--- src/rtl/tpa_pkg.sv ---
// ---------------------------------------------------------------------------
// Tick prescaler with periodic alarms: shared package
// Types, register indexes and constants that the modules of the block share.
// ---------------------------------------------------------------------------
package tpa_pkg;

	// Number of periodic alarm slots.
	localparam int ALARM_SLOTS = 8;

	// Field widths, fixed by the interface.
	localparam int SLOT_W   = 3;
	localparam int PERIOD_W = 24;
	localparam int WORD_W   = 32;
	localparam int TICK_W   = 64;
	localparam int MASK_W   = 8;

	// Period in ticks: (Q16.8 period * frequency) >> 8 always fits in 48 bits.
	localparam int FRAC_W = 8;
	localparam int PROD_W = PERIOD_W + WORD_W;
	localparam int PT_W   = PROD_W - FRAC_W;

	// Division by 1000 as a multiplication by a reciprocal. The quotient is
	// exact for every 32-bit dividend.
	localparam int                 RECIP_W  = 29;
	localparam logic [RECIP_W-1:0] MS_RECIP = 29'h10624DD3;
	localparam int                 MS_SHIFT = 38;

	localparam logic [WORD_W-1:0] FREQ_RESET = 32'd1000;
	localparam logic [WORD_W-1:0] MS_RELOAD_RESET = 32'd1;

	typedef enum logic {
		OP_TICK = 1'b0,
		OP_ARM  = 1'b1
	} op_t;

	typedef enum logic [1:0] {
		REG_TICK_FREQUENCY    = 2'd0,
		REG_TIMER_ENABLE      = 2'd1,
		REG_START_TIME_OF_DAY = 2'd2
	} cfg_reg_t;

	// One item held in the input register.
	typedef struct packed {
		op_t               op;
		logic [SLOT_W-1:0] slot;
		logic [PT_W-1:0]   period_ticks;
	} item_t;

	// What the item leaving the input register does to the state this cycle.
	typedef struct packed {
		logic do_tick;
		logic do_arm;
	} step_t;

	// A configuration write as seen by the register block.
	typedef struct packed {
		logic              we;
		cfg_reg_t          index;
		logic [WORD_W-1:0] data;
	} cfg_wr_t;

	// Frequency divided by 1000.
	function automatic logic [WORD_W-1:0] ms_reload_of(input logic [WORD_W-1:0] freq);
		logic [WORD_W+RECIP_W-1:0] prod;
		prod = {{RECIP_W{1'b0}}, freq} * {{WORD_W{1'b0}}, MS_RECIP};
		return WORD_W'(prod >> MS_SHIFT);
	endfunction

endpackage

--- src/rtl/tpa_input_stage.sv ---
// ---------------------------------------------------------------------------
// Input register
// Captures one item per transfer and converts the alarm period to ticks.
// ---------------------------------------------------------------------------
module tpa_input_stage (
	input  logic                         clk,
	input  logic                         arst_n,
	input  logic                         load,
	input  logic                         drain,
	input  logic                         op,
	input  logic [tpa_pkg::SLOT_W-1:0]   alarm_slot,
	input  logic [tpa_pkg::PERIOD_W-1:0] alarm_period_q8,
	input  logic [tpa_pkg::WORD_W-1:0]   freq,
	output logic                         valid_s1,
	output tpa_pkg::item_t               item_s1
);
	import tpa_pkg::*;

	logic [PROD_W-1:0] prod;

	// User must change the frequency only while the block is idle; unenforced.
	assign prod = {{WORD_W{1'b0}}, alarm_period_q8} * {{PERIOD_W{1'b0}}, freq};

	always_ff @(posedge clk or negedge arst_n) begin
		if (!arst_n) begin
			valid_s1 <= 1'b0;
		end else if (load) begin
			valid_s1 <= 1'b1;
		end else if (drain) begin
			valid_s1 <= 1'b0;
		end
	end

	always_ff @(posedge clk) begin
		if (load) begin
			item_s1.op           <= op_t'(op);
			item_s1.slot         <= alarm_slot;
			item_s1.period_ticks <= prod[PROD_W-1:FRAC_W];
		end
	end

endmodule

--- config.mk ---
export PLATFORM = sky130hd
export DESIGN_NAME = tpa_input_stage
export DESIGN_NICKNAME = d
export VERILOG_FILES = /design/src/rtl/tpa_pkg.sv /design/src/rtl/tpa_input_stage.sv
export SDC_FILE = /design/constraint.sdc
export NUM_CORES = 2
export LEC_CHECK = 0
export BUFFER_PORTS_ARGS = -buffer_cell sky130_fd_sc_hd__buf_4
export CORE_MARGIN = 2
export CORE_UTILIZATION = 60
export CTS_CLUSTER_SIZE = 28
export DETAILED_ROUTE_END_ITERATION = 12
export PLACE_DENSITY_LB_ADDON = 0.12
export REMOVE_ABC_BUFFERS = 1
export SLEW_MARGIN = 0
export SYNTH_ARGS = -nofsm -noshare
export SYNTH_HDL_FRONTEND = slang
export SYNTH_SLANG_ARGS = --single-unit
export TNS_END_PERCENT = 50
--- constraint.sdc ---
create_clock -name clk -period 1.5 [get_ports clk]
set_clock_uncertainty 0.1 [all_clocks]
set_input_delay 0.075 -clock clk [delete_from_list [all_inputs] [get_ports clk]]
set_output_delay 0.075 -clock clk [all_outputs]
set_load 0.01 [all_outputs]
Yosys cells after proc, flatten, opt, wreduce, memory -nomap -nowiden
Index checks and enable logic that the tools add are counted.
- add/sub/neg operators: 0
- $mul: 1
- div/mod/pow operators: 0
- order comparisons: 0
- eq/ne operators: 0
- shift operators: 0
- multiplexer cells: 2
- bitwise gates (word level): 0
- reduce and logical (&&, ||, !) cells: 1
- operators with widths (operator ; number):
    $mul 24x32->56 ; 1
    $mux 1 ; 2
    $reduce_bool 2->1 ; 1
- bits in registers: 53
- latch bits: 0
- bits in writable memories: 0
- memory bits (read-only): 0
- input port bits: 64
- output and inout bits: 53
- word-level logic and storage cells: 8
- memories: 0

Longest topological paths before layout
- depth after elaboration: 2
- mapped depth: 26
- gate-level depth less buffers: 24

Least setup slack after synthesis
Ideal clock, no wire load.
- path kind: input -> register
- start: in alarm_period_q8[3] (netlist bit)
- end: reg item_s1[47] (netlist bit), data pin
- setup time: 260 ps
- arrival time: 6254 ps
- required time: 1140 ps
- setup slack: -5114 ps
- stages on the path: 25
- path buffers: 2
- cells stage by stage: clkbuf_1 nand2_1 fa_1 inv_1 fa_1 inv_1 fa_1 fa_1 inv_1 fa_1 fa_1 inv_1 fa_1 inv_1 ha_1 buf_2 a21o_1 a21o_1 a41oi_1 o211ai_1 a31oi_4 o21ai_2 a221o_1 o41a_1 xnor2_1
- word-level cells in the longest chain between the ends: 1
- RTL lines (item ; line ; text):
    from (decl) ; tpa_input_stage.sv:12 ; input logic [tpa_pkg::PERIOD_W-1:0] alarm_period_q8,
    $mul 24x32->56 ; tpa_input_stage.sv:22 ; assign prod = {{WORD_W{1'b0}}, alarm_period_q8} * {{PERIOD_W{1'b0}}, freq};
    via prod[55] ; tpa_input_stage.sv:19 ; logic [PROD_W-1:0] prod;
    to (decl) ; tpa_input_stage.sv:15 ; output tpa_pkg::item_t item_s1
The timed path passes the listed nets, and every way through them passes these cells.
A chain may end at the register's enable or synchronous reset.

Worst setup path in the final report
- start: in freq[8] (netlist bit)
- end: reg item_s1[47] (netlist bit), data pin
- word-level cells in the longest chain between the ends: 1
- RTL lines (item ; line ; text):
    from (decl) ; tpa_input_stage.sv:13 ; input logic [tpa_pkg::WORD_W-1:0] freq,
    $mul 24x32->56 ; tpa_input_stage.sv:22 ;
    via prod[55] ; tpa_input_stage.sv:19 ;
The timed path passes the listed nets, and every way through them passes these cells.

==> metrics <==
Clock Latency Late Sink=0.31 ns; cell taking the most area after synthesis=fa_1; setup ws final=-4.81 ns; count of buffers from port buffering=116; vias per inst=5.43; post-synth top area share=50.2%; post-synthesis mux area share=0%; Compound-Gate Fraction of Synth Area=4.51%; initial detailed-routing violation count=1196; routed length per instance=19.3 µm; H-tree depth=2; total gr overflow=0; Seq/Total Area, Yosys=6.05%; Worst Hold Class=in2reg; # setup viols final=48; final net count=4082; Critical Path Start Type=input port; status=finished, violations left; Final HPWL DP=60400 µm; top_reg_cell synth=edfxtp_1; Post-synth EDFFs=52; placed cell area=29500 µm²; Worst-path clk slew=0.08 ns; Mapped Area=26200 µm²; first-pass GRT wire length=116000 µm; initial antenna violation count=3; Yosys reg bits=53; MaxCap Viol Count=0; fin. max-slew vios=0; critical setup path kind=in2reg; gpl congestion=0.925; Area Growth Syn to Fin=23.3%; Cells after Synth=2857; starting density of the core=60.9%; f_max=158 MHz; hold slack=0.0507 ns; largest family of logic cells by synthesized area=adder cells; GRT Total Usage=33.2%; Final Hold Viols=0; Fin Setup TNS=-208.13 ns; DR vias=20500; Final Cell Area=32300 µm²; CTS tree=built; Synth Area in Simple Gates=16.5%; Synth area leaders=fa_1 (50%), inv_1 (10%), and2_1 (9.0%), ha_1 (8.5%), nand2_1 (6.0%); largest net degree at the start of global routing=29; layout cell share with drive strength beyond 1=23.3%; Die Y=213 µm; asr flop ratio synth=1.89%; routed wire length=72800 µm; YS warnings=0; synth unique cells=55; Die W=213 µm; # rows=76; clock sink count=53; num ports=117; Mean Syn Cell Area=9.18 µm²; area of the die=45400 µm²; Critical Path AT=6.27 ns; XOR/XNOR Fraction of Synth Area=1.67%; DR DRC count=0; worst slew pin tran=0.435 ns; CTS Buf Count=5; vias in the first global route=22900; Critical Path Sink Type=flip-flop; failing checks=setup timing; Final min period=6.31 ns; worst path required time=1.46 ns; first-pass detailed-route iteration total=5; CORE AREA=43100 µm²; fin crit share=421%; antenna viol nets, final=0; unrepaired setup endpoints after global routing=true; worst-path fanout max=6; CTS root buf=clkbuf_16; Clock Tree Buf Depth=2; relative slew slack=70.7%; adder-cell share of the synthesized area=58.7%
cell families after synthesis:
kind of cell / count (synthesis)
DFF: 53
adders and majority gates: 835
xor gates and xnor gates: 50
buffers and inverters: 882
and+or+nand+nor: 868
AOI/OAI and AO/OA: 169
through the flow:
step | utilization [%] | setup WS (ns) | instances
after floorplan | - | -4.87 | 2700
after global placement | 68.6 | -5.32 | 3694
after detailed placement | 68.6 | -5.35 | 3694
after CTS | 72.6 | -4.86 | 3736
after global routing | 75.0 | -5.02 | 3769
final | 75.0 | -4.81 | 3770
worst paths after layout:
path / endpoint / start / slack [ns] / cells past startpoint
setup / recovery: item_s1[47] / freq[8] / -4.81 / 23
hold / removal: item_s1[39] / load / 0.05 / 1
setup reg to reg: valid_s1 / valid_s1 / 0.72 / 1
hold reg to reg: valid_s1 / valid_s1 / 0.41 / 1
max in group asynchronous: valid_s1 / arst_n / 0.69 / 3
min in group asynchronous: valid_s1 / arst_n / 0.50 / 3
Yosys cell counts, types with 10 or more instances:
| cell type | n |
|---|---|
| ha_1 | 178 |
| edfxtp_1 | 52 |
| fa_1 | 657 |
| a21oi_1 | 53 |
| o21ai_0 | 21 |
| xor2_1 | 16 |
| xnor2_1 | 34 |
| nand2_1 | 418 |
| and2_1 | 379 |
| inv_1 | 725 |
| nand4_1 | 19 |
| a21o_1 | 38 |
| o21bai_1 | 10 |
| nor2_1 | 21 |
| clkbuf_1 | 155 |
critical path, stage by stage:
cell      delay (ns)
buf_16          0.12
buf_6           0.12
buf_6           0.10
and2_4          0.15
fa_1            0.48
fa_1            0.59
fa_2            0.45
fa_1            0.61
fa_2            0.46
fa_1            0.53
inv_2           0.05
fa_2            0.54
inv_2           0.05
ha_4            0.15
a21o_1          0.16
a21o_1          0.16
a21oi_2         0.15
o211ai_1        0.15
a31oi_4         0.22
o21ai_2         0.09
a221o_1         0.33
o41a_1          0.39
xnor2_1         0.14
registers in the layout (all words and copies together) (netlist names):
register  cells
valid_s1      1
item_s1      52
metal layers:
layer | GRT usage, % | vias to the layer above | wire (µm)
met5 | 0 | - | 13
met4 | 12.1 | 2 | 2780
met3 | 4.69 | 170 | 4330
met2 | 59.2 | 742 | 37900
met1 | 41.1 | 10700 | 27800
li1 | - | 8890 | -
layout make-up:
type | instances | area (µm²)
timing repair buffer | 476 | 4550
sequential | 53 | 1590
fill | 3077 | 10800
clock inverter | 3 | 28.8
clock buffer | 5 | 125
inverter | 725 | 2720
antenna | 1 | 2.50
multi-input combinational | 1922 | 22600
tap | 585 | 732
cells in the final DEF, fill, tap and decap left out, drive strengths merged, types with 9 or more instances in the layout:
| master | Yosys | routed |
|---|---|---|
| o21ai | 26 | 26 |
| nor2 | 21 | 21 |
| clkbuf | 155 | 9 |
| a21o | 38 | 38 |
| edfxtp | 52 | 52 |
| ha | 178 | 178 |
| fa | 657 | 657 |
| o21bai | 10 | 10 |
| nand4 | 19 | 19 |
| buf | 2 | 465 |
| a21oi | 56 | 56 |
| inv | 725 | 727 |
| and2 | 379 | 379 |
| nand2 | 418 | 418 |
| xnor2 | 34 | 34 |
| xor2 | 16 | 16 |
repair_timing:
| action | 4_1_cts | 5_1_grt |
|---|---|---|
| resized for setup | 298 | 199 |
| buffers inserted | 29 | 31 |
| setup endpoints to repair | 48 | 48 |
| hold buffers | 7 | 0 |
| pin swaps | 121 | 119 |
| cloned | 0 | 3 |
| hold endpoints to repair | 6 | 0 |
Power is not shown: default switching activity piles up to over one toggle a cycle in this logic, so the estimate is an artifact.
