[config.mk]
export PLATFORM = sky130hd
export DESIGN_NAME = tpa_alarm_bank
export DESIGN_NICKNAME = d
export VERILOG_FILES = /design/src/rtl/tpa_pkg.sv /design/src/rtl/tpa_alarm_bank.sv
export SDC_FILE = /design/constraint.sdc
export NUM_CORES = 2
export LEC_CHECK = 0
export BUFFER_PORTS_ARGS = -buffer_cell sky130_fd_sc_hd__buf_4
export CELL_PAD_IN_SITES_DETAIL_PLACEMENT = 1
export CELL_PAD_IN_SITES_GLOBAL_PLACEMENT = 1
export CORE_MARGIN = 2
export CORE_UTILIZATION = 51
export CTS_CLUSTER_DIAMETER = 30
export CTS_CLUSTER_SIZE = 12
export DETAILED_ROUTE_END_ITERATION = 10
export GPL_ROUTABILITY_DRIVEN = 0
export PLACE_DENSITY_LB_ADDON = 0.1
export REMOVE_ABC_BUFFERS = 1
export SETUP_SLACK_MARGIN = 0.4
export SLEW_MARGIN = 40
export SYNTH_ARGS = -nofsm -noshare
export SYNTH_HDL_FRONTEND = slang
export SYNTH_SLANG_ARGS = --single-unit
[constraint.sdc]
create_clock -name clk -period 4.7 [get_ports clk]
set_clock_uncertainty 0.2 [all_clocks]
set_input_delay 0.94 -clock clk [delete_from_list [all_inputs] [get_ports clk]]
set_output_delay 0.94 -clock clk [all_outputs]
set_load 0.1 [all_outputs]
[src/rtl/tpa_pkg.sv]
// ---------------------------------------------------------------------------
// Tick prescaler with periodic alarms: shared package
// Types, register indexes and constants that the modules of the block share.
// ---------------------------------------------------------------------------
package tpa_pkg;

	// Number of periodic alarm slots.
	localparam int ALARM_SLOTS = 8;

	// Field widths, fixed by the interface.
	localparam int SLOT_W   = 3;
	localparam int PERIOD_W = 24;
	localparam int WORD_W   = 32;
	localparam int TICK_W   = 64;
	localparam int MASK_W   = 8;

	// Period in ticks: (Q16.8 period * frequency) >> 8 always fits in 48 bits.
	localparam int FRAC_W = 8;
	localparam int PROD_W = PERIOD_W + WORD_W;
	localparam int PT_W   = PROD_W - FRAC_W;

	// Division by 1000 as a multiplication by a reciprocal. The quotient is
	// exact for every 32-bit dividend.
	localparam int                 RECIP_W  = 29;
	localparam logic [RECIP_W-1:0] MS_RECIP = 29'h10624DD3;
	localparam int                 MS_SHIFT = 38;

	localparam logic [WORD_W-1:0] FREQ_RESET = 32'd1000;
	localparam logic [WORD_W-1:0] MS_RELOAD_RESET = 32'd1;

	typedef enum logic {
		OP_TICK = 1'b0,
		OP_ARM  = 1'b1
	} op_t;

	typedef enum logic [1:0] {
		REG_TICK_FREQUENCY    = 2'd0,
		REG_TIMER_ENABLE      = 2'd1,
		REG_START_TIME_OF_DAY = 2'd2
	} cfg_reg_t;

	// One item held in the input register.
	typedef struct packed {
		op_t               op;
		logic [SLOT_W-1:0] slot;
		logic [PT_W-1:0]   period_ticks;
	} item_t;

	// What the item leaving the input register does to the state this cycle.
	typedef struct packed {
		logic do_tick;
		logic do_arm;
	} step_t;

	// A configuration write as seen by the register block.
	typedef struct packed {
		logic              we;
		cfg_reg_t          index;
		logic [WORD_W-1:0] data;
	} cfg_wr_t;

	// Frequency divided by 1000.
	function automatic logic [WORD_W-1:0] ms_reload_of(input logic [WORD_W-1:0] freq);
		logic [WORD_W+RECIP_W-1:0] prod;
		prod = {{RECIP_W{1'b0}}, freq} * {{WORD_W{1'b0}}, MS_RECIP};
		return WORD_W'(prod >> MS_SHIFT);
	endfunction

endpackage

[src/rtl/tpa_alarm_bank.sv]
// ---------------------------------------------------------------------------
// Alarm bank
// Per-slot deadline and period registers, due compares and re-arming.
// ---------------------------------------------------------------------------
module tpa_alarm_bank (
	input  logic                       clk,
	input  logic                       arst_n,
	input  tpa_pkg::step_t             step,
	input  tpa_pkg::item_t             item_s1,
	input  logic [tpa_pkg::TICK_W-1:0] tick,
	output logic [tpa_pkg::MASK_W-1:0] fired
);
	import tpa_pkg::*;

	logic [TICK_W-1:0] deadline_q [ALARM_SLOTS];
	logic [PT_W-1:0]   period_q   [ALARM_SLOTS];
	logic [ALARM_SLOTS-1:0] active_q;
	logic [ALARM_SLOTS-1:0] due;
	logic [ALARM_SLOTS-1:0] arm_sel;

	for (genvar i = 0; i < ALARM_SLOTS; i++) begin : g_slot
		assign due[i]     = step.do_tick && active_q[i] && (tick >= deadline_q[i]);
		assign arm_sel[i] = step.do_arm && (32'(item_s1.slot) == i);

		always_ff @(posedge clk) begin
			if (arm_sel[i]) begin
				period_q[i]   <= item_s1.period_ticks;
				deadline_q[i] <= tick + {{(TICK_W-PT_W){1'b0}}, item_s1.period_ticks};
			end else if (due[i]) begin
				deadline_q[i] <= tick + {{(TICK_W-PT_W){1'b0}}, period_q[i]};
			end
		end

		always_ff @(posedge clk or negedge arst_n) begin
			if (!arst_n) begin
				active_q[i] <= 1'b0;
			end else if (arm_sel[i]) begin
				active_q[i] <= 1'b1;
			end
		end
	end

	// Only the first eight slots have a bit in the mask.
	for (genvar b = 0; b < MASK_W; b++) begin : g_mask
		if (b < ALARM_SLOTS) begin : g_live
			assign fired[b] = due[b];
		end else begin : g_none
			assign fired[b] = 1'b0;
		end
	end

endmodule

==> impl_metrics.yaml, run 1 <==
status:
  outcome: "aborted with a tool error"
  stop_stage: "global routing (5_1_grt)"
  error: "[ERROR GRT-0232] Routing congestion too high. Check the congestion heatmap in the GUI."
cts:
  numCtsBuffers: 287
  cts.sinks: 904
  htree_levels: 5
  cts_buffer_depth: 4
  root_buffer: "clkbuf_16"
global_route:
  grt_use_total_pct: 77.4
  grt_max_degree: 70
  grt-ovfl-total: 25
die:
  num_io_pins: 128
  initial_core_util_pct: 51.5
  rows: 135
  fp.dieH_um: 374
  die_w_um: 374
logic_synthesis:
  yosys.area_share.simple_pct: 11.6
  yosys_warnings: 0
  synthAdderAreaFrac_pct: 17.2
  synth_top_area_share_pct: 38.5
  synth_cells: 7134
  synth_area_mm2: 0.0698
  syn_area_per_cell_um2: 9.79
  synth.area.mux_share_pct: 2.63
  synth_largest_area_cell: "edfxtp_1"
  async_reset_ff_share_pct: 0.885
  synth-seq-cells: 904
  synth-edff-count: 896
  synth_top_family_by_area: "compound AO/OA/AOI/OAI gates"
  synth_ff_type: "edfxtp_1"
  yosysSeqAreaShare_pct: 38.8
  synth-compound-area-share_pct: 18.8
  synth_area_leaders: "edfxtp_1, ha_1, a21oi_1, a21o_1, xnor2_1"
  synth_cell_type_count: 102
  synthXorXnorAreaFrac_pct: 6.55
placed_design:
  dpl.cell_count: 10071
  portBuffers: 126
  post_dp_cell_area_mm2: 0.0823
  dp_hpwl_um: 233000
sta:
  postGrtWorstEndpoint: "fired[6]"
  worst-ep-kind: "output port"
metal layers:
metal | GRT overflow | track usage (%)
met4 | 16 | 78.9
met2 | 7 | 92.5
met3 | 1 | 65.1
met5 | 0 | 40.1
met1 | 1 | 75.1
cell usage after synthesis, drive strengths merged (63+ instances only):
| cell | instances |
|---|---|
| ha | 944 |
| edfxtp | 896 |
| a21oi | 643 |
| inv | 618 |
| nand2 | 618 |
| o21ai | 494 |
| a21o | 376 |
| nor2 | 344 |
| xnor2 | 283 |
| xor2 | 239 |
| clkbuf | 169 |
| nand4 | 165 |
| mux2 | 141 |
| nand3 | 137 |
| nor3 | 85 |
| o21bai | 72 |
| nand2b | 70 |
| a31oi | 63 |
stage by stage:
step,worst slack [ps],TNS (ps),hold slack [ps]
after floorplan,-2610,-824270,235
after global placement,-687,-99760,250
after detailed placement,-836,-139730,271
after CTS,-147,-268,150
kinds of logic after synthesis:
kind of cell | after synthesis
AO/OA/AOI/OAI | 2076
XOR/XNOR | 522
adder cells (fa/ha/maj) | 953
buffers and inverters | 816
flip-flops | 904
multiplexers | 166
AND/OR/NAND/NOR | 1697
what timing repair did:
| action | CTS |
|---|---|
| buffers inserted | 44 |
| hold buffers | 1 |
| pin swaps | 96 |
| gates cloned | 0 |
| gates resized for setup | 305 |
| hold endpoints to repair | 8 |
| endpoints found under the setup margin | 201 |
==> inputs of run 2 (changes only) <==
==> config.mk (replaced) <==
export PLATFORM = sky130hd
export DESIGN_NAME = tpa_alarm_bank
export DESIGN_NICKNAME = d
export VERILOG_FILES = /design/src/rtl/tpa_pkg.sv /design/src/rtl/tpa_alarm_bank.sv
export SDC_FILE = /design/constraint.sdc
export NUM_CORES = 2
export LEC_CHECK = 0
export BUFFER_PORTS_ARGS = -buffer_cell sky130_fd_sc_hd__buf_4
export CORE_MARGIN = 2
export CORE_UTILIZATION = 40
export DETAILED_ROUTE_END_ITERATION = 10
export GPL_ROUTABILITY_DRIVEN = 0
export PLACE_DENSITY_LB_ADDON = 0.15
export REMOVE_ABC_BUFFERS = 1
export SLEW_MARGIN = 40
export SYNTH_ARGS = -nofsm -noshare
export SYNTH_HDL_FRONTEND = slang
export SYNTH_SLANG_ARGS = --single-unit
==> impl_metrics.yaml, run 2 <==
status:
  outcome: "finished with violations"
  violations: "setup timing"
layout:
  largest_reg_flops: 512
  final_layout_size_suffix_gt1_share_pct: 20.1
  mostFrequentLayoutCell: "buf_4"
  final_nets: 9358
  mostFrequentLayoutCells: "buf_4, ha_1, edfxtp_1, a21oi_1, nand2_1"
  synthToLayoutAreaGrowth_pct: 24.0
  regMostFlops: "deadline_q"
  fin_area_mm2: 0.0866
  top_regs: "deadline_q: 512 flops, period_q: 384 flops, active_q: 8 flops"
  final_util_pct: 49.9
placed_design:
  post_dp_cell_area_mm2: 0.0823
  portBuffers: 126
  dp_hpwl_um: 202000
logic_synthesis:
  synth_ff_type: "edfxtp_1"
  synth_area_leaders: "edfxtp_1, ha_1, a21oi_1, a21o_1, xnor2_1"
  synth_commonest_cells: "ha_1, edfxtp_1, a21oi_1, inv_1, nand2_1"
  yosys_warnings: 0
  async_reset_ff_share_pct: 0.885
  yosysMostFrequentCell: "ha_1"
  synth-compound-area-share_pct: 18.8
  synth_cell_type_count: 102
  syn_area_per_cell_um2: 9.79
  yosys.area_share.simple_pct: 11.6
  synth_top_family_by_area: "compound AO/OA/AOI/OAI gates"
  synth_largest_area_cell: "edfxtp_1"
  synthAdderAreaFrac_pct: 17.2
  synth_cells: 7134
  synthXorXnorAreaFrac_pct: 6.55
  synth_area_mm2: 0.0698
  synth-seq-cells: 904
  synth_top_area_share_pct: 38.5
  synth-edff-count: 896
  synth.area.mux_share_pct: 2.63
  yosysSeqAreaShare_pct: 38.8
sta:
  setup_viol: 1
  holdWs_ps: 279
  period_needed_ps: 4700
  worst_pin_slew_ps: 907
  slew-limit-headroom_pct: 39.2
  setup_tns_ps: -3.34
  fin_crit_sh_pct: 100
  worst_slack_ps: -3.34
  rsz0062_at_grt: "true"
  drv_slew: 0
  finalHoldViolations: 0
  max_freq_mhz: 213
routing:
  post_drt_wl_per_cell_um: 23.5
  drt_iter0_drc: 5333
  postRouteAntennaNets: 0
  firstDrtPassIters: 6
  viasPerCell: 5.65
  finalWirelength_um: 251000
  num_vias: 60460
  drc: 0
die:
  num_io_pins: 128
  rows: 153
  dieArea_mm2: 0.178
  die_w_um: 422
  initial_core_util_pct: 40.2
  fp.dieH_um: 422
  core_area_mm2: 0.174
worst_setup_path:
  path_max_fanout: 4
  critical_path_class: "primary input to primary output"
  required_ps: 3560
  arrival_ps: 3560
  critPathLaunchType: "primary input"
  end_kind: "primary output"
global_route:
  grt_use_total_pct: 27.5
  grt_pass1_vias: 58703
  grt_max_degree: 81
  grt_pass1_wl_um: 367000
  grt_antenna_before_repair: 16
  grt-ovfl-total: 0
pwr:
  power_frac_seq_pct: 36.0
  p_clk_share_pct: 32.6
  max-vdd-ir-drop_uv: 285
  power.share.combinational_pct: 31.4
  p_leak_nw: 38.9
  p_sw_mw: 8.87
  internal_power_mw: 18.7
  switching_share_pct: 32.2
  power_mw: 27.5
  power_density_mw_per_mm2: 318
cts:
  numCtsBuffers: 113
  clock_latency_ps: 750
  root_buffer: "clkbuf_16"
  cts.sinks: 904
  cts_buffer_depth: 3
  htree_levels: 3
  cts_tree: "built"
  path_clk_slew_ps: 60
run:
  maxCapViolCount: 0
hold_path:
  hp-class: "flop to flop"
[run 2: cell counts after synthesis]
No cell type changed its count.
[run 2: final timing paths]
kind / start / endpoint / slack [ps] / cells after the start
max: tick[62] / fired[3] / -3 / 13
min: active_q[2] / active_q[2] / 280 / 1
max reg2reg: deadline_q[0][250] / deadline_q[0][245] / 380 / 18
min reg2reg: active_q[2] / active_q[2] / 280 / 1
max in group asynchronous: arst_n / active_q[6] / 3600 / 2
min in group asynchronous: arst_n / active_q[2] / 440 / 2
[run 2: power by group through the flow]
| stage | Combinational [mW] | Clock (mW) | Sequential [mW] |
|---|---|---|---|
| 2_1_floorplan | 4.58 | 0 | 10.1 |
| 3_3_place_gp | 8.24 | 0 | 10.1 |
| 3_5_place_dp | 8.40 | 0 | 10.1 |
| 4_1_cts | 8.51 | 9.10 | 9.92 |
| 5_1_grt | 9.40 | 9.40 | 9.97 |
| 6_report | 8.64 | 8.97 | 9.92 |
[run 2: cells by family (layout without fill, tap and decap cells)]
logic type | count (synthesis) | after routing
AOI/OAI and AO/OA | 2076 | 2076
xor gates and xnor gates | 522 | 522
adders and majority gates | 953 | 953
and+or+nand+nor | 1697 | 1697
other | 0 | 6
muxes | 166 | 166
buffers and inverters | 816 | 2059
DFF | 904 | 904
[run 2: timing repair]
action | CTS | global route
hold buffers | 1 | 0
setup buffers | 6 | 4
pin swaps | 19 | 21
gates resized for setup | 75 | 31
hold endpoints to repair | 8 | 0
endpoints found under the setup margin | 8 | 51
[run 2: layer usage]
layer  global-route usage (%)  wire, µm  vias to the layer above
met5                        0        55                        -
met4                     10.0      9550                        8
met3                     3.97     19300                      435
met2                     42.9    109000                     2106
met1                     38.7    113000                    29171
li1                         -         -                    28740
[run 2: critical path, stage by stage]
cell,delay (ps)
buf_4,160
buf_12,140
ha_4,260
nand4_1,100
or2_4,310
nor4_4,280
buf_4,190
nand4_1,220
a21o_1,250
a31oi_2,180
buf_6,160
or2_4,160
buf_12,180
[run 2: per-stage QoR]
step,instances,setup slack [ps]
2_1_floorplan,6936,-2610
3_3_place_gp,10484,-838
3_5_place_dp,10484,-760
4_1_cts,10698,-67.5
5_1_grt,10702,-173
6_report,10708,-3.34
[run 2: layout make-up]
class / instances / area (µm²)
inverter: 618 / 2320
clock inverter: 71 / 732
tap: 2325 / 2910
antenna: 6 / 15.0
clock buffer: 136 / 2970
multi-input combinational: 5414 / 40300
timing repair buffer: 1234 / 10300
sequential: 904 / 27100
fill: 16069 / 87000
Note: power is estimated with default switching activity, not from simulation.
