**config.mk**
```make
export PLATFORM = sky130hd
export DESIGN_NAME = tpa_counters
export DESIGN_NICKNAME = d
export VERILOG_FILES = /design/src/rtl/tpa_pkg.sv /design/src/rtl/tpa_counters.sv
export SDC_FILE = /design/constraint.sdc
export NUM_CORES = 2
export LEC_CHECK = 0
export ABC_AREA = 1
export BUFFER_PORTS_ARGS = -buffer_cell sky130_fd_sc_hd__buf_4
export CAP_MARGIN = 30
export CORE_MARGIN = 4
export CORE_UTILIZATION = 46
export DETAILED_ROUTE_END_ITERATION = 8
export GPL_TIMING_DRIVEN = 0
export PLACE_DENSITY = 0.76
export SYNTH_ARGS = -nofsm -noshare
export SYNTH_HDL_FRONTEND = slang
export SYNTH_SLANG_ARGS = --single-unit
```
**constraint.sdc**
```tcl
create_clock -name clk -period 5.6 [get_ports clk]
set_input_delay 1.68 -clock clk [delete_from_list [all_inputs] [get_ports clk]]
set_output_delay 1.68 -clock clk [all_outputs]
set_load 0.01 [all_outputs]
```
**src/rtl/tpa_pkg.sv**
```systemverilog
// ---------------------------------------------------------------------------
// Tick prescaler with periodic alarms: shared package
// Types, register indexes and constants that the modules of the block share.
// ---------------------------------------------------------------------------
package tpa_pkg;

	// Number of periodic alarm slots.
	localparam int ALARM_SLOTS = 8;

	// Field widths, fixed by the interface.
	localparam int SLOT_W   = 3;
	localparam int PERIOD_W = 24;
	localparam int WORD_W   = 32;
	localparam int TICK_W   = 64;
	localparam int MASK_W   = 8;

	// Period in ticks: (Q16.8 period * frequency) >> 8 always fits in 48 bits.
	localparam int FRAC_W = 8;
	localparam int PROD_W = PERIOD_W + WORD_W;
	localparam int PT_W   = PROD_W - FRAC_W;

	// Division by 1000 as a multiplication by a reciprocal. The quotient is
	// exact for every 32-bit dividend.
	localparam int                 RECIP_W  = 29;
	localparam logic [RECIP_W-1:0] MS_RECIP = 29'h10624DD3;
	localparam int                 MS_SHIFT = 38;

	localparam logic [WORD_W-1:0] FREQ_RESET = 32'd1000;
	localparam logic [WORD_W-1:0] MS_RELOAD_RESET = 32'd1;

	typedef enum logic {
		OP_TICK = 1'b0,
		OP_ARM  = 1'b1
	} op_t;

	typedef enum logic [1:0] {
		REG_TICK_FREQUENCY    = 2'd0,
		REG_TIMER_ENABLE      = 2'd1,
		REG_START_TIME_OF_DAY = 2'd2
	} cfg_reg_t;

	// One item held in the input register.
	typedef struct packed {
		op_t               op;
		logic [SLOT_W-1:0] slot;
		logic [PT_W-1:0]   period_ticks;
	} item_t;

	// What the item leaving the input register does to the state this cycle.
	typedef struct packed {
		logic do_tick;
		logic do_arm;
	} step_t;

	// A configuration write as seen by the register block.
	typedef struct packed {
		logic              we;
		cfg_reg_t          index;
		logic [WORD_W-1:0] data;
	} cfg_wr_t;

	// Frequency divided by 1000.
	function automatic logic [WORD_W-1:0] ms_reload_of(input logic [WORD_W-1:0] freq);
		logic [WORD_W+RECIP_W-1:0] prod;
		prod = {{RECIP_W{1'b0}}, freq} * {{WORD_W{1'b0}}, MS_RECIP};
		return WORD_W'(prod >> MS_SHIFT);
	endfunction

endpackage

```
**src/rtl/tpa_counters.sv**
```systemverilog
// ---------------------------------------------------------------------------
// Configuration registers and counters
// Holds the registers, both prescalers and the tick, ms, second and
// time-of-day counters.
// ---------------------------------------------------------------------------
module tpa_counters (
	input  logic                       clk,
	input  logic                       arst_n,
	input  tpa_pkg::cfg_wr_t           cfg,
	input  tpa_pkg::step_t             step,
	output logic [tpa_pkg::WORD_W-1:0] freq,
	output logic                       enable,
	output logic [tpa_pkg::WORD_W-1:0] ms_count,
	output logic [tpa_pkg::WORD_W-1:0] sec_count,
	output logic [tpa_pkg::WORD_W-1:0] wall,
	output logic [tpa_pkg::TICK_W-1:0] tick
);
	import tpa_pkg::*;

	logic [WORD_W-1:0] freq_q, ms_reload_q, ms_pre_q, sec_pre_q;
	logic [WORD_W-1:0] ms_cnt_q, sec_cnt_q, wall_q;
	logic [TICK_W-1:0] tick_q;
	logic              enable_q;
	logic              ms_wrap, sec_wrap;
	logic              wr_freq, wr_enable, wr_tod;
	logic [WORD_W-1:0] new_ms_reload;

	always_comb begin
		wr_freq   = 1'b0;
		wr_enable = 1'b0;
		wr_tod    = 1'b0;
		if (cfg.we) begin
			unique case (cfg.index)
				REG_TICK_FREQUENCY:    wr_freq   = 1'b1;
				REG_TIMER_ENABLE:      wr_enable = 1'b1;
				REG_START_TIME_OF_DAY: wr_tod    = 1'b1;
				default: ;
			endcase
		end
	end

	assign new_ms_reload = ms_reload_of(cfg.data);
	assign ms_wrap  = (ms_pre_q == '0);
	assign sec_wrap = (sec_pre_q == '0);

	always_ff @(posedge clk or negedge arst_n) begin
		if (!arst_n) begin
			freq_q      <= FREQ_RESET;
			ms_reload_q <= MS_RELOAD_RESET;
			ms_pre_q    <= MS_RELOAD_RESET;
			sec_pre_q   <= FREQ_RESET;
			tick_q      <= '0;
			enable_q    <= 1'b0;
			ms_cnt_q    <= '0;
			sec_cnt_q   <= '0;
			wall_q      <= '0;
		end else begin
			if (wr_freq) begin
				freq_q      <= cfg.data;
				ms_reload_q <= new_ms_reload;
				ms_pre_q    <= new_ms_reload;
				sec_pre_q   <= cfg.data;
				tick_q      <= '0;
			end else if (step.do_tick) begin
				ms_pre_q  <= (ms_wrap ? ms_reload_q : ms_pre_q) - 1'b1;
				sec_pre_q <= (sec_wrap ? freq_q : sec_pre_q) - 1'b1;
				tick_q    <= tick_q + 1'b1;
			end
			if (wr_enable) begin
				enable_q <= cfg.data[0];
			end
			if (step.do_tick && ms_wrap) begin
				ms_cnt_q <= ms_cnt_q + 1'b1;
			end
			if (step.do_tick && sec_wrap) begin
				sec_cnt_q <= sec_cnt_q + 1'b1;
			end
			if (wr_tod) begin
				wall_q <= cfg.data;
			end else if (step.do_tick && sec_wrap) begin
				wall_q <= wall_q + 1'b1;
			end
		end
	end

	assign freq      = freq_q;
	assign enable    = enable_q;
	assign ms_count  = ms_cnt_q;
	assign sec_count = sec_cnt_q;
	assign wall      = wall_q;
	assign tick      = tick_q;

`ifndef ASSERT_OFF
	a_tick_step: assert property (@(posedge clk) disable iff (!arst_n)
		step.do_tick && !wr_freq |=> tick_q == $past(tick_q) + 1'b1)
		else $error("tick counter did not advance on an enabled tick");

	a_freq_reload: assert property (@(posedge clk) disable iff (!arst_n)
		wr_freq |=> tick_q == '0 && sec_pre_q == freq_q && ms_pre_q == ms_reload_q)
		else $error("frequency write did not reload the prescalers");
`endif

endmodule

```
== Word-level counts from Yosys, hierarchy flattened ==
Cells that the tools add are included.

* Memories kept: 0
* RAM bits: 0
* Output and inout port bits: 193
* Word-level logic and storage cells: 41
* ROM bits: 0
* Latch bits: 0
* Flip-flop bits (word level): 280
* Input port bits: 39

* Bitwise operators: 0
* Mux-type cells: 16
* $mul: 1
* Reduce and logical (&&, ||, !) cells: 7
* Shifts and indexed selects: 0
* Divide/modulo/power cells: 0
* Eq/ne operators: 2
* $lt $le $gt $ge: 0
* Add/sub/neg operators: 6

{| class="wikitable"
|+ Operator list
! operator !! number
|-
| 2-to-1 mux 32 bit || 8
|-
| 2-to-1 mux 64 bit || 2
|-
| adder 32 x 1 -> 32 bit (second input constant) || 3
|-
| adder 64 x 1 -> 64 bit (second input constant) || 1
|-
| zero test 32 bit || 2
|-
| subtractor 32 x 1 -> 32 bit (second input constant) || 2
|-
| multiplier 32 x 29 -> 61 bit (second input constant) || 1
|-
| 2-to-1 mux 1 bit || 6
|-
| nonzero test 2 bit || 2
|-
| == test 2 x 1 -> 1 bit (second input constant) || 1
|-
| == test 2 bit (second input constant) || 1
|-
| logical AND 1 bit || 2
|-
| zero test 2 bit || 1
|}

== Logic depth before layout (Yosys ltp) ==
* Depth in word-level cells: 5
* Depth in mapped cells: 30
* Mapped depth without buffers: 30

== Worst setup path before layout ==
No wires, ideal clock.

* Path kind: input port to flip-flop
* Start point: input port cfg[20] in the netlist's numbering
* End point: register ms_pre_q[21]
* Buffers on the path: 0
* Arrival time: 7118 ps
* Path slack: -1596 ps
* Library setup time: 77 ps
* Stages on the path: 27
* Required time: 5523 ps
* Cell sequence: ha_1 fa_1 fa_1 inv_1 fa_1 inv_1 fa_1 inv_1 fa_1 inv_1 fa_1 inv_1 fa_1 inv_1 ha_1 nand2_1 inv_1 nand2_1 nor4_1 nand2_1 nor2_1 nand2_1 nand3_1 nand3_1 nand2_1 inv_1 a21oi_1

* Longest elaborated chain between the ends: 2

{| class="wikitable"
|+ Ends and longest elaborated chain
! element !! line !! text
|-
| from (decl) || tpa_counters.sv:9 || <nowiki>input tpa_pkg::cfg_wr_t cfg,</nowiki>
|-
| multiplier 32 x 29 -> 61 bit || tpa_pkg.sv:65 || <nowiki>prod = {{RECIP_W{1'b0}}, freq} * {{WORD_W{1'b0}}, MS_RECIP};</nowiki>
|-
| 2-to-1 mux 32 bit || tpa_counters.sv:58 || <nowiki>if (wr_freq) begin</nowiki>
|-
| to (signal assigned) || tpa_counters.sv:61 || <nowiki>ms_pre_q <= new_ms_reload;</nowiki>
|-
| to (signal assigned) || tpa_counters.sv:65 || <nowiki>ms_pre_q <= (ms_wrap ? ms_reload_q : ms_pre_q) - 1'b1;</nowiki>
|-
| to (decl) || tpa_counters.sv:20 || <nowiki>logic [WORD_W-1:0] freq_q, ms_reload_q, ms_pre_q, sec_pre_q;</nowiki>
|}

Every way passes these cells.
A chain may end at the register's enable or synchronous reset.

== Final worst setup path ==
* Start point: input port cfg[23] in the netlist's numbering
* End point: register ms_pre_q[11]

The elaborated chain is that of the path after synthesis.

==> impl_results.md <==
* H-tree lvl count at 1
* Floorplan die width at 273 um
* Maximum capacitance violations at 0
* Violated checks: setup timing
* Clk pin slew, worst setup/hold paths at 60 ps
* Vias per inst at 5.46
* Number of nets in the final layout at 5253
* Crit path top cell by count: sky130_fd_sc_hd__fa_1
* Remaining number of nets flagged by the antenna check after routing at 0
* Fill cell count at 5986
* Syn Inst Count at 4175
* Chip Height at 273 um
* Cell type with the highest aggregate area in the netlist: sky130_fd_sc_hd__dfrtp_1
* Status: finished, violations left
* Relative slew slack at 0.332
* Synthesized flop and latch total at 280
* Max stage delay on crit path at 500 ps
* Count of final setup violators at 46
* Category of the most critical setup path: in2reg
* Cell area after layout at 40000 sq um
* Data arrival, critical path at 7360 ps
* Final min period at 6900 ps
* Total number of vias at 29900
* Hold Buf Count CTS at 0
* Number of pins exceeding their max-slew limit in the final report at 0
* Hold Vio Cnt, Final at 0
* Unrepaired setup endpoints after global routing: true
* Crit. End Element: flop
* Buffer type at the clock tree root: sky130_fd_sc_hd__clkbuf_16
* I/O pin count at 232
* Leading post-synthesis cells by instance count: 920 x sky130_fd_sc_hd__nand2_1, 849 x sky130_fd_sc_hd__inv_1, 396 x sky130_fd_sc_hd__nor2_1
* Worst-skew pair later-pin latency at 580 ps
* Area of combinational cells with multiple inputs at 24300 sq um
* Clock Tree Buf Depth at 3
* Residual overflow from global routing at 0
* Pre-Repair DR Iteration Count at 6
* Netlist cell types at 56
* Yosys Warn Count at 0
* DRT iter0 DRCs at 2750
* Wire length per cell after detailed routing at 19.5 um
* Total wire length after detailed routing at 107000 um
* Nets in the synthesized netlist at 4906
* Number of global-route vias before repair at 29900
* Core Area at 69100 sq um
* Maximum number of pins on one net before global-route repair at 118
* Cell type group with the largest total delay on the critical path: adder cells
* Peak clock frequency supported by timing at 145 MHz
* Summed instance area of the synthesized netlist at 32300 sq um
* Area share of the largest cell type after synthesis at 0.206
* Port bufs at 230
* Period utilisation layout at 1.23
* Top fanout value on the critical path at 8
* Number of synthesized flops with an enable pin at 0
* Async set-or-reset flop fraction in the synthesized netlist at 1.00
* Dominant cell by count in the synthesized netlist: sky130_fd_sc_hd__nand2_1
* Fraction of layout instances using a drive strength above 1 at 0.194
* GRT Util Overall at 0.282
* Path type of the worst min-delay path: reg2reg
* Area used by sequential logic in the layout at 7020 sq um
* Floorplan die area at 74400 sq um
* Clock sinks at 280
* Detailed placer's ending HPWL at 83300 um
* Synthesized area per cell at 7.73 sq um
* Top cells by area in the synthesized netlist: sky130_fd_sc_hd__dfrtp_1 21%, sky130_fd_sc_hd__fa_1 18%, sky130_fd_sc_hd__ha_1 15%, sky130_fd_sc_hd__nand2_1 11%, sky130_fd_sc_hd__inv_1 9.9%
* Area Overhead vs Synth at 23.9%
* Layout Skew at 22.3 ps
* TritonCTS clock tree: built
* Number of antenna violations at the first check in global routing at 1
* Most used flip-flop cell after synthesis: sky130_fd_sc_hd__dfrtp_1
* Worst Setup Slack, final at -1300 ps
* Number of buffer and inverter instances along the worst setup path at 8
* Sequential share of the synthesized area at 0.218
* TritonCTS Buffers at 29
* Initial standard-cell utilization of the core at 0.467
* Critical Path RT at 6060 ps
* DRC violations left at 0
* Area after DPL at 36500 sq um
* Rows at 96
* Category of the worst setup path launch point: primary input
* Worst-Margin Slew at 1000 ps
* Routability Congestion at 1.00
* Slowest cell on the critical path: sky130_fd_sc_hd__fa_1
* First-pass GRT wire length at 166000 um
registers in the layout (all words and copies together) (netlist names), 23 cells and up:
register     count
ms_pre_q        32
wall            32
ms_reload_q     23
freq            32
sec_count       32
sec_pre_q       32
ms_count        32
tick            64
cell type report:
| cell class | instances | share of cell area |
|---|---|---|
| multi-input combinational | 2982 | 0.608 |
| buffer | 57 | 0.00689 |
| antenna | 2 | 0.000125 |
| sequential | 280 | 0.176 |
| inverter | 856 | 0.0807 |
| tap | 931 | 0.0291 |
| timing repair buffer | 316 | 0.0733 |
| clock inverter | 14 | 0.00520 |
| clock buffer | 38 | 0.0213 |
stage by stage:
stage | std cells | hold WS, ps | setup WS [ps] | setup TNS (ps) | util
finish | 5476 | 477 | -1300 | -50830 | 0.579
global route | 5474 | 500 | -1420 | -57250 | 0.579
CTS | 5456 | 475 | -1160 | -46210 | 0.571
detailed placement | 5339 | 467 | -2300 | -96360 | 0.528
global placement | 5336 | 467 | -2290 | -95360 | 0.527
floorplan | 4175 | 449 | -1190 | -48680 | -
layer usage:
metal  global-route usage  share of wire
met2                0.467           0.46
met3               0.0392          0.079
met4                0.103          0.043
met5                    0              0
met1                0.379           0.42
what timing repair did:
item | CTS | global route
pin swaps | 129 | 100
gates resized for setup | 289 | 102
setup buffers | 65 | 17
endpoints found under the setup margin | 46 | 46
worst reg2reg max path: cells and delay by family, from the launching register on:
family	cells	cell delay (ps)
AND/OR/NAND/NOR	6	1260
buffers and inverters	4	820
flip-flops	1	540
AO/OA/AOI/OAI	1	270
cell usage in the layout, fill, tap and decap left out, types with 18 or more instances in the layout:
cell type / Yosys / layout
sky130_fd_sc_hd__ha_4: 0 / 87
sky130_fd_sc_hd__xor2_1: 57 / 57
sky130_fd_sc_hd__inv_1: 849 / 805
sky130_fd_sc_hd__nor2_1: 396 / 356
sky130_fd_sc_hd__ha_1: 394 / 307
sky130_fd_sc_hd__nor3_1: 80 / 67
sky130_fd_sc_hd__a21oi_4: 0 / 19
sky130_fd_sc_hd__nand4_1: 61 / 61
sky130_fd_sc_hd__o221ai_1: 19 / 19
sky130_fd_sc_hd__fa_1: 298 / 272
sky130_fd_sc_hd__o22ai_1: 18 / 18
sky130_fd_sc_hd__nand2_1: 920 / 848
sky130_fd_sc_hd__inv_2: 4 / 45
sky130_fd_sc_hd__buf_4: 2 / 265
sky130_fd_sc_hd__clkbuf_1: 35 / 35
sky130_fd_sc_hd__o21ai_0: 151 / 116
sky130_fd_sc_hd__buf_6: 4 / 21
sky130_fd_sc_hd__clkbuf_16: 0 / 29
sky130_fd_sc_hd__dfrtp_1: 266 / 266
sky130_fd_sc_hd__a21oi_1: 195 / 135
sky130_fd_sc_hd__nand3_1: 169 / 141
sky130_fd_sc_hd__fa_2: 0 / 26
sky130_fd_sc_hd__a21oi_2: 6 / 47
sky130_fd_sc_hd__nand3_2: 1 / 26
sky130_fd_sc_hd__nor2_4: 12 / 33
sky130_fd_sc_hd__o21ai_1: 3 / 20
sky130_fd_sc_hd__nand2_4: 5 / 23
sky130_fd_sc_hd__xnor2_1: 34 / 33
sky130_fd_sc_hd__nor4_1: 27 / 24
sky130_fd_sc_hd__nand2_2: 18 / 64
sky130_fd_sc_hd__nor2_2: 19 / 38
worst paths after layout:
check                                    start             end  slack [ps]  cells past startpoint
worst min register to register  ms_reload_q[8]  ms_reload_q[8]         480                      2
worst min-delay path            ms_reload_q[8]  ms_reload_q[8]         480                      2
min in group asynchronous               arst_n   sec_count[17]        1050                      1
worst max-delay path                   cfg[23]    ms_pre_q[11]       -1300                     29
max in group asynchronous               arst_n    ms_pre_q[17]        3080                      3
worst max register to register    sec_pre_q[9]        wall[19]        2630                     11
cell families after synthesis:
family | share of synthesized area
and+or+nand+nor | 0.231
buffers and inverters | 0.108
adders and majority gates | 0.338
AOI/OAI and AO/OA | 0.0792
DFF | 0.218
xor gates and xnor gates | 0.0247
muxes | 0.00140
Power is left out: the tool's default activity adds up to more than one toggle a clock period on the data nets, which glitch-free logic cannot reach.
